<file path="src/design/pip_pkg.sv">
// ----------------------------------------------------------------------------
// pip_pkg
// Shared sizes, types and helpers of the point-in-polygon test unit.
// ----------------------------------------------------------------------------
package pip_pkg;

    localparam int MAX_VERTS   = 64;
    localparam int COORD_WIDTH = 16;

    localparam int IDX_W   = $clog2(MAX_VERTS);
    localparam int CNT_W   = $clog2(MAX_VERTS + 1);
    localparam int DIFF_W  = COORD_WIDTH + 1;
    localparam int PROD_W  = 2 * DIFF_W;
    localparam int FIELD_CNT_W = 7;

    localparam int S_TDATA_W = ((2 * COORD_WIDTH + 7) / 8) * 8;
    localparam int S_TUSER_W = 8;
    localparam int M_TDATA_W = 16;

    localparam logic OP_APPEND = 1'b0;
    localparam logic OP_QUERY  = 1'b1;

    typedef logic signed [COORD_WIDTH-1:0] t_coord;

    // x in the low half of a stored word
    typedef struct packed {
        t_coord y;
        t_coord x;
    } t_vertex;

    typedef struct packed {
        logic vld;
        logic last;
    } t_edge_tag;

    typedef struct packed {
        logic vld;
        logic last;
        logic hit;
    } t_edge_res;

    typedef struct packed {
        logic                   dropped;
        logic [FIELD_CNT_W-1:0] vertex_count;
        logic [FIELD_CNT_W-1:0] crossings;
        logic                   inside_res;
    } t_result;

    typedef enum logic [1:0] {
        ST_IDLE,
        ST_WALK,
        ST_DRAIN,
        ST_DONE
    } t_state;

    function automatic logic signed [DIFF_W-1:0] sx(input t_coord v);
        return {v[COORD_WIDTH-1], v};
    endfunction

    // count reported modulo the field width
    function automatic logic [FIELD_CNT_W-1:0] fit_cnt(input logic [CNT_W-1:0] v);
        logic [CNT_W+FIELD_CNT_W-1:0] e;
        e = {{FIELD_CNT_W{1'b0}}, v};
        return e[FIELD_CNT_W-1:0];
    endfunction

endpackage

</file>
<file path="src/design/pip_ram.sv">
// ----------------------------------------------------------------------------
// pip_ram
// Simple dual-port RAM: one write port, one read port, registered read data.
// ----------------------------------------------------------------------------
module pip_ram #(
    parameter int WIDTH = 32,
    parameter int DEPTH = 64
) (
    input  logic                     i_clk,
    input  logic                     i_we,
    input  logic [$clog2(DEPTH)-1:0] i_waddr,
    input  logic [WIDTH-1:0]         i_wdata,
    input  logic                     i_re,
    input  logic [$clog2(DEPTH)-1:0] i_raddr,
    output logic [WIDTH-1:0]         o_rdata
);

    logic [WIDTH-1:0] r_mem [DEPTH];
    logic [WIDTH-1:0] r_rdata;

    always_ff @(posedge i_clk) begin
        if (i_we) begin
            r_mem[i_waddr] <= i_wdata;
        end
        if (i_re) begin
            r_rdata <= r_mem[i_raddr];
        end
    end

    assign o_rdata = r_rdata;

endmodule

</file>
<file path="src/design/pip_edge.sv">
// ----------------------------------------------------------------------------
// pip_edge
// Three-stage edge test: does the rightward ray from the point cross the edge
// from p1 to p2? Exact signed cross-multiplication, no division.
// ----------------------------------------------------------------------------
module pip_edge
    import pip_pkg::*;
(
    input  logic      i_clk,
    input  logic      i_rst_n,
    input  t_edge_tag i_tag,
    input  t_coord    i_px,
    input  t_coord    i_py,
    input  t_vertex   i_p1,
    input  t_vertex   i_p2,
    output t_edge_res o_res
);

    // stage 1: differences and span check
    t_edge_tag                 r_tag1;
    logic                      r_ok1;
    logic                      r_up1;
    logic signed [DIFF_W-1:0]  r_a1;
    logic signed [DIFF_W-1:0]  r_b1;
    logic signed [DIFF_W-1:0]  r_a2;
    logic signed [DIFF_W-1:0]  r_b2;

    // stage 2: products
    t_edge_tag                 r_tag2;
    logic                      r_ok2;
    logic                      r_up2;
    logic signed [PROD_W-1:0]  r_pa;
    logic signed [PROD_W-1:0]  r_pb;

    // stage 3: decision
    t_edge_res                 r_res;

    logic   up;
    logic   in_span;
    t_coord lo;
    t_coord hi;

    always_comb begin
        up      = i_p2.y > i_p1.y;
        lo      = up ? i_p1.y : i_p2.y;
        hi      = up ? i_p2.y : i_p1.y;
        in_span = (i_py >= lo) && (i_py < hi);
    end

    always_ff @(posedge i_clk) begin
        if (!i_rst_n) begin
            r_tag1     <= '0;
            r_tag2     <= '0;
            r_res.vld  <= 1'b0;
            r_res.last <= 1'b0;
        end else begin
            r_tag1 <= i_tag;
            r_tag2 <= r_tag1;
            r_res.vld  <= r_tag2.vld;
            r_res.last <= r_tag2.last;
        end
        r_ok1 <= (i_p1.y != i_p2.y) && in_span;
        r_up1 <= up;
        r_a1  <= sx(i_py) - sx(i_p1.y);
        r_b1  <= sx(i_p2.x) - sx(i_p1.x);
        r_a2  <= sx(i_px) - sx(i_p1.x);
        r_b2  <= sx(i_p2.y) - sx(i_p1.y);

        r_ok2 <= r_ok1;
        r_up2 <= r_up1;
        r_pa  <= r_a1 * r_b1;
        r_pb  <= r_a2 * r_b2;

        r_res.hit <= r_ok2 && (r_up2 ? (r_pa > r_pb) : (r_pa < r_pb));
    end

    assign o_res = r_res;

endmodule

</file>
<file path="src/design/point_in_polygon_test_unit.sv">
// ----------------------------------------------------------------------------
// point_in_polygon_test_unit
// Ray-casting point-in-polygon test over a stored vertex table.
// ----------------------------------------------------------------------------
// Requests enter on the s_axis channel: tuser carries op and restart, tdata
// the coordinates. An append (op 0) stores one vertex at the end of the table;
// restart empties the table first; an append to a full table is dropped and
// flagged. A query (op 1) casts a ray toward +x and counts crossed edges, the
// last vertex closing back to the first; odd parity means inside.
// Every request gives one result on the m_axis channel.
// An append's result is registered and valid in the cycle after acceptance.
// A query over n stored vertices reads the vertex RAM one entry per cycle
// (n + 1 walk steps including the closing edge), then passes the three
// stage edge test and the final count. An empty table skips the walk.
// One request is in work at a time; the next is taken once the block is idle
// and the output register is empty or being emptied.
// Reset clears the vertex count and the control state; table contents stay
// undefined and are never read before being written. A stalled receiver
// holds the result in the output register and blocks new requests.
// ----------------------------------------------------------------------------
module point_in_polygon_test_unit
    import pip_pkg::*;
(
    input  logic                 i_clk,
    input  logic                 i_rst_n,
    input  logic                 i_s_axis_tvalid,
    output logic                 o_s_axis_tready,
    // coord_x, coord_y
    input  logic [S_TDATA_W-1:0] i_s_axis_tdata,
    // op, restart
    input  logic [S_TUSER_W-1:0] i_s_axis_tuser,
    output logic                 o_m_axis_tvalid,
    input  logic                 i_m_axis_tready,
    // inside_res, crossings, vertex_count, dropped
    output logic [M_TDATA_W-1:0] o_m_axis_tdata
);

    t_state               r_state;
    t_state               n_state;
    logic [CNT_W-1:0]     r_cnt;
    logic [CNT_W-1:0]     n_cnt;
    logic [CNT_W-1:0]     r_idx;
    logic [CNT_W-1:0]     r_xc;
    t_coord               r_px;
    t_coord               r_py;
    t_vertex              r_first;
    t_vertex              r_prev;
    logic                 r_d_vld;
    logic                 r_d_first;
    logic                 r_d_wrap;
    logic                 r_out_vld;
    t_result              r_out;

    logic                 s_acc;
    logic                 out_free;
    logic                 in_op;
    logic                 in_restart;
    t_coord               in_x;
    t_coord               in_y;
    logic [CNT_W-1:0]     base;
    logic                 full;
    logic                 app_acc;
    logic                 qry_acc;

    logic                 ram_we;
    logic                 ram_re;
    logic                 step;
    logic                 step_wrap;
    t_vertex              wr_vtx;
    t_vertex              rd_vtx;
    t_vertex              cur;
    t_edge_tag            edge_tag;
    t_edge_res            edge_res;
    logic                 done_load;

    assign in_op      = i_s_axis_tuser[0];
    assign in_restart = i_s_axis_tuser[1];
    assign in_x       = i_s_axis_tdata[COORD_WIDTH-1:0];
    assign in_y       = i_s_axis_tdata[2*COORD_WIDTH-1:COORD_WIDTH];

    assign out_free        = !r_out_vld || i_m_axis_tready;
    assign o_s_axis_tready = (r_state == ST_IDLE) && out_free;
    assign s_acc           = i_s_axis_tvalid && o_s_axis_tready;
    assign app_acc         = s_acc && (in_op == OP_APPEND);
    assign qry_acc         = s_acc && (in_op == OP_QUERY);

    assign base   = in_restart ? '0 : r_cnt;
    assign full   = base == CNT_W'(MAX_VERTS);
    assign wr_vtx = '{y: in_y, x: in_x};

    always_comb begin
        n_cnt = r_cnt;
        if (app_acc) begin
            n_cnt = full ? base : base + 1'b1;
        end
    end

    // next state
    always_comb begin
        n_state = r_state;
        unique case (r_state)
            ST_IDLE: begin
                if (qry_acc) begin
                    n_state = (r_cnt == '0) ? ST_DONE : ST_WALK;
                end
            end
            ST_WALK: begin
                if (r_idx == r_cnt) begin
                    n_state = ST_DRAIN;
                end
            end
            ST_DRAIN: begin
                if (edge_res.vld && edge_res.last) begin
                    n_state = ST_DONE;
                end
            end
            ST_DONE: begin
                if (out_free) begin
                    n_state = ST_IDLE;
                end
            end
            default: n_state = ST_IDLE;
        endcase
    end

    // state outputs
    always_comb begin
        ram_we    = 1'b0;
        ram_re    = 1'b0;
        step      = 1'b0;
        step_wrap = 1'b0;
        done_load = 1'b0;
        unique case (r_state)
            ST_IDLE: begin
                ram_we = app_acc && !full;
            end
            ST_WALK: begin
                step      = 1'b1;
                step_wrap = r_idx == r_cnt;
                ram_re    = !step_wrap;
            end
            ST_DRAIN: begin
            end
            ST_DONE: begin
                done_load = out_free;
            end
            default: begin
            end
        endcase
    end

    pip_ram #(
        .WIDTH ($bits(t_vertex)),
        .DEPTH (MAX_VERTS)
    ) u_table (
        .i_clk   (i_clk),
        .i_we    (ram_we),
        .i_waddr (base[IDX_W-1:0]),
        .i_wdata (wr_vtx),
        .i_re    (ram_re),
        .i_raddr (r_idx[IDX_W-1:0]),
        .o_rdata (rd_vtx)
    );

    // closing edge takes the saved first vertex
    assign cur = r_d_wrap ? r_first : rd_vtx;

    always_comb begin
        edge_tag.vld  = r_d_vld && !(r_d_first && !r_d_wrap);
        edge_tag.last = r_d_wrap;
    end

    pip_edge u_edge (
        .i_clk   (i_clk),
        .i_rst_n (i_rst_n),
        .i_tag   (edge_tag),
        .i_px    (r_px),
        .i_py    (r_py),
        .i_p1    (r_prev),
        .i_p2    (cur),
        .o_res   (edge_res)
    );

    always_ff @(posedge i_clk) begin
        if (!i_rst_n) begin
            r_state   <= ST_IDLE;
            r_cnt     <= '0;
            r_idx     <= '0;
            r_d_vld   <= 1'b0;
            r_out_vld <= 1'b0;
        end else begin
            r_state <= n_state;
            r_cnt   <= n_cnt;
            r_d_vld <= step;
            if (qry_acc) begin
                r_idx <= '0;
            end else if (step) begin
                r_idx <= r_idx + 1'b1;
            end
            if (app_acc || done_load) begin
                r_out_vld <= 1'b1;
            end else if (i_m_axis_tready) begin
                r_out_vld <= 1'b0;
            end
        end

        if (qry_acc) begin
            r_px <= in_x;
            r_py <= in_y;
        end
        r_d_first <= r_idx == '0;
        r_d_wrap  <= step_wrap;
        if (r_d_vld) begin
            r_prev <= cur;
            if (r_d_first && !r_d_wrap) begin
                r_first <= cur;
            end
        end

        if (qry_acc) begin
            r_xc <= '0;
        end else if (edge_res.vld && edge_res.hit) begin
            r_xc <= r_xc + 1'b1;
        end

        if (app_acc) begin
            r_out.dropped      <= full;
            r_out.vertex_count <= fit_cnt(n_cnt);
            r_out.crossings    <= '0;
            r_out.inside_res   <= 1'b0;
        end else if (done_load) begin
            r_out.dropped      <= 1'b0;
            r_out.vertex_count <= fit_cnt(r_cnt);
            r_out.crossings    <= fit_cnt(r_xc);
            r_out.inside_res   <= r_xc[0];
        end
    end

    assign o_m_axis_tvalid = r_out_vld;
    assign o_m_axis_tdata  = r_out;

endmodule
</file>
<file path="config.mk">
export PLATFORM = sky130hd
export DESIGN_NAME = point_in_polygon_test_unit
export DESIGN_NICKNAME = d
export VERILOG_FILES = /design/src/design/pip_pkg.sv /design/src/design/pip_ram.sv /design/src/design/pip_edge.sv /design/src/design/point_in_polygon_test_unit.sv
export SDC_FILE = /design/constraint.sdc
export NUM_CORES = 2
export LEC_CHECK = 0
export BUFFER_PORTS_ARGS = -buffer_cell sky130_fd_sc_hd__buf_4
export CELL_PAD_IN_SITES_DETAIL_PLACEMENT = 1
export CELL_PAD_IN_SITES_GLOBAL_PLACEMENT = 1
export CORE_MARGIN = 3
export CORE_UTILIZATION = 45
export DETAILED_ROUTE_END_ITERATION = 10
export GPL_ROUTABILITY_DRIVEN = 0
export PLACE_DENSITY_LB_ADDON = 0.1
export SLEW_MARGIN = 20
export SYNTH_ARGS = -nofsm -noshare
export SYNTH_HDL_FRONTEND = slang
export SYNTH_SLANG_ARGS = --single-unit
</file>
<file path="constraint.sdc">
create_clock -name i_clk -period 9.6 [get_ports i_clk]
set_input_delay 0.48 -clock i_clk [delete_from_list [all_inputs] [get_ports i_clk]]
set_output_delay 0.48 -clock i_clk [all_outputs]
set_load 0.02 [all_outputs]
</file>
==> results.ini <==
[setup_path]
crit_fanout=10
worst_setup_path_start_kind=flop
endpoint_kind=flop
cp_data_required_time_ns=10.28
critPathKind=flop to flop
critPathArrivalTime_ns=7.93

[sta]
period_share=0.755
worst_pin_slew_ns=1.05
finalHoldViolCount=0
fin_crit_ns=7.25
rsz0062_at_grt=false
timing.slew.headroom=0.299
finClkSkew_ns=0.113
slew_violations=0
finalSetupTns_ns=0
fmax_mhz=138
setup_viol=0

[floorplan]
fp-row-count=183
core_area_sq_um=250000
initial_core_util=0.454
die_w_microns=508
die_y_microns=508
dieArea_sq_um=258000
ioPinCount=62

[min_path]
hp-class=input port to flop

[global_route]
grt_overflow=0
grt_max_degree=113
grt_antenna_before_repair=16
grt_pass1_vias=64108
grt_pass1_wl_microns=436000
grt_use_total=0.230

[cells_and_area]
layout-drive-gt1-share=0.191
final_nets=7794
synthToLayoutAreaGrowth_pct=12.1

[cts]
htree_levels=5
insertion_delay_ns=0.93
clock_path_buffers=4
ctsRootBufferMaster=clkbuf_16
cts.reportedPaths.clkPinSlew_ns=0.06
cts_made_buffers=275
clkSinkCount=2365
post-cts-setup-buffers=0
cts_tree=done

[synth]
synth_top_family_by_area=adder cells
synth_edf_count=2184
synth_ff_type=edfxtp_1
synth_compound_area_frac=0.0236
synth-simple-area-share=0.0489
synth_adder_area_share=0.139
ys_types=69
synth_xor_area_frac=0.00989
yosysWarnings=0
syn_inst=6634
synth_nets=7583
yosysSeqAreaShare=0.610
yosys_register_bits=2365
synth_area_sq_um=113000
async_reset_ff_frac=0
synthMuxAreaShare=0.135
postSynthAreaPerCell_sq_um=17.1

[status]
status=finished, final reports clean

[place]
dp_hpwl_microns=185000
io_buffer_count=55

[flow_run]
maxCapViolations=0

[route]
post-route-drc-count=0
drt_wl_total_microns=293000
routedWlPerCell_microns=28.3
vias=58957
drtAntennaViolNets=0
viasPerCell=5.68
drtIter0Drc=4856
dr.pass1.iters=5

path summary, 6_finish.rpt:
kind / from / endpoint / slack (ns) / depth (start not counted)
worst max register to register: u_edge.r_b1[9] / u_edge.r_pa[33] / 2.35 / 20
worst max-delay path: u_edge.r_b1[9] / u_edge.r_pa[33] / 2.35 / 20
worst min register to register: u_edge.r_ok1 / u_edge.r_ok2 / 0.31 / 0
worst min-delay path: i_s_axis_tuser[0] / o_m_axis_tdata[7] / 0.04 / 3
metrics by stage:
| stage | util | worst slack (ns) | instances | instance area, sq um | hold slack (ns) |
|---|---|---|---|---|---|
| 3_3_place_gp | 0.475 | 2.30 | 9895 | 118000 | 0.320 |
| 3_5_place_dp | 0.475 | 2.25 | 9895 | 118000 | 0.326 |
| 4_1_cts | 0.509 | 2.25 | 10371 | 127000 | 0.0315 |
| 2_1_floorplan | - | 3.49 | 6634 | 113000 | 0.310 |
| 5_1_grt | 0.509 | 1.92 | 10375 | 127000 | 0.0441 |
| 6_report | 0.509 | 2.35 | 10380 | 127000 | 0.0397 |
cell usage in the layout (no fill, tap or decap), drive strengths merged, types with 43 or more instances in the layout:
cell    instances
dfxtp         181
and2          301
inv           715
nand3          49
a21oi         126
clkinv        106
o21ai          81
xnor2         100
nor2b          45
nand2         373
nor2          218
a21o           43
clkbuf        337
buf           190
fa            596
edfxtp       2184
mux4          648
ha            309
flip-flops by register name, indices dropped and copies added, names as in the netlist, 3 cells and up:
register         cells
o_m_axis_tdata      15
r_idx                7
u_edge.r_a1         17
u_edge.r_pb         34
u_table.o_rdata     32
u_edge.r_pa         34
u_edge.r_b2         17
u_edge.r_b1         17
r_xc                 7
r_first             32
r_py                16
r_px                16
u_edge.r_a2         17
r_prev              32
u_table.r_mem     2048
r_cnt                7
u_edge.o_res         3
layout make-up:
cell class	count	area (sq um)
Inverter	709	2660
Clock buffer	337	7320
Multi-Input combinational cell	3302	40900
Tap cell	3330	4170
Timing Repair Buffer	192	1540
Sequential cell	2365	69200
Antenna cell	8	20.0
Fill cell	23090	122000
Clock inverter	137	1210
cells in the mapped netlist (all sizes together) (3+ instances only):
| library cell | n | area (sq um) |
|---|---|---|
| mux2i | 29 | 290 |
| o21bai | 13 | 97.6 |
| mux2 | 36 | 405 |
| nor4 | 4 | 25.0 |
| buf | 100 | 494 |
| a221oi | 4 | 35.0 |
| o221ai | 4 | 35.0 |
| o21ai | 81 | 405 |
| xnor2 | 100 | 876 |
| o22ai | 10 | 62.6 |
| o31ai | 10 | 75.1 |
| o31a | 3 | 26.3 |
| ha | 309 | 3870 |
| a31oi | 17 | 106 |
| nand2b | 33 | 206 |
| xor2 | 28 | 245 |
| a21boi | 20 | 150 |
| o2111ai | 4 | 35.0 |
| a31o | 3 | 26.3 |
| mux4 | 648 | 14600 |
| or3 | 15 | 93.8 |
| nor2 | 218 | 818 |
| o211ai | 18 | 135 |
| a211oi | 22 | 165 |
| edfxtp | 2184 | 65600 |
| a21o | 43 | 323 |
| inv | 706 | 2650 |
| dfxtp | 181 | 3620 |
| a2111oi | 4 | 35.0 |
| nand2 | 373 | 1400 |
| and2 | 301 | 1880 |
| nand4 | 25 | 156 |
| clkbuf | 158 | 593 |
| o21a | 20 | 150 |
| or2 | 8 | 50.1 |
| nor3 | 35 | 175 |
| and4 | 4 | 35.0 |
| a21oi | 126 | 631 |
| clkinv | 3 | 11.3 |
| and3 | 14 | 87.6 |
| nor2b | 45 | 282 |
| fa | 596 | 11900 |
| nand3 | 49 | 245 |
cells by family (layout without fill, tap and decap cells):
kind of cell | Yosys count | after routing
AO/OA/AOI/OAI | 422 | 422
XOR/XNOR | 128 | 128
adder cells (fa/ha/maj) | 905 | 905
buffers and inverters | 967 | 1375
flip-flops | 2365 | 2365
multiplexers | 713 | 713
other | 0 | 8
AND/OR/NAND/NOR | 1134 | 1134
repair_timing:
item | CTS | global route
hold buffers | 2 | 0
setup endpoints to repair | 0 | 0
gates resized for setup | 0 | 0
endpoints found under the hold margin | 17 | 0
worst max-delay path: stages, from the launching register on:
cell,delay [ns]
dfxtp_1,0.87
buf_4,0.30
nand2_1,0.09
fa_1,0.55
inv_1,0.05
fa_1,0.37
inv_1,0.07
fa_1,0.40
inv_1,0.09
fa_1,0.40
fa_1,0.51
fa_1,0.43
ha_1,0.34
a211oi_1,0.63
o21ai_0,0.38
a21boi_0,0.25
and4_1,0.26
o211ai_1,0.30
a21oi_1,0.18
o41ai_1,0.46
o211ai_1,0.17
per-layer routing:
layer	vias up	GRT usage	part of all wire	wire [microns]
met3	419	0.0241	0.044	12900
li1	24998	-	-	-
met4	0	0.0511	0.022	6380
met2	1433	0.404	0.52	153000
met1	32107	0.312	0.41	121000
met5	-	0	0	0
Power is left out: the tool's default activity adds up to more than one toggle a clock period on the data nets, which glitch-free logic cannot reach.
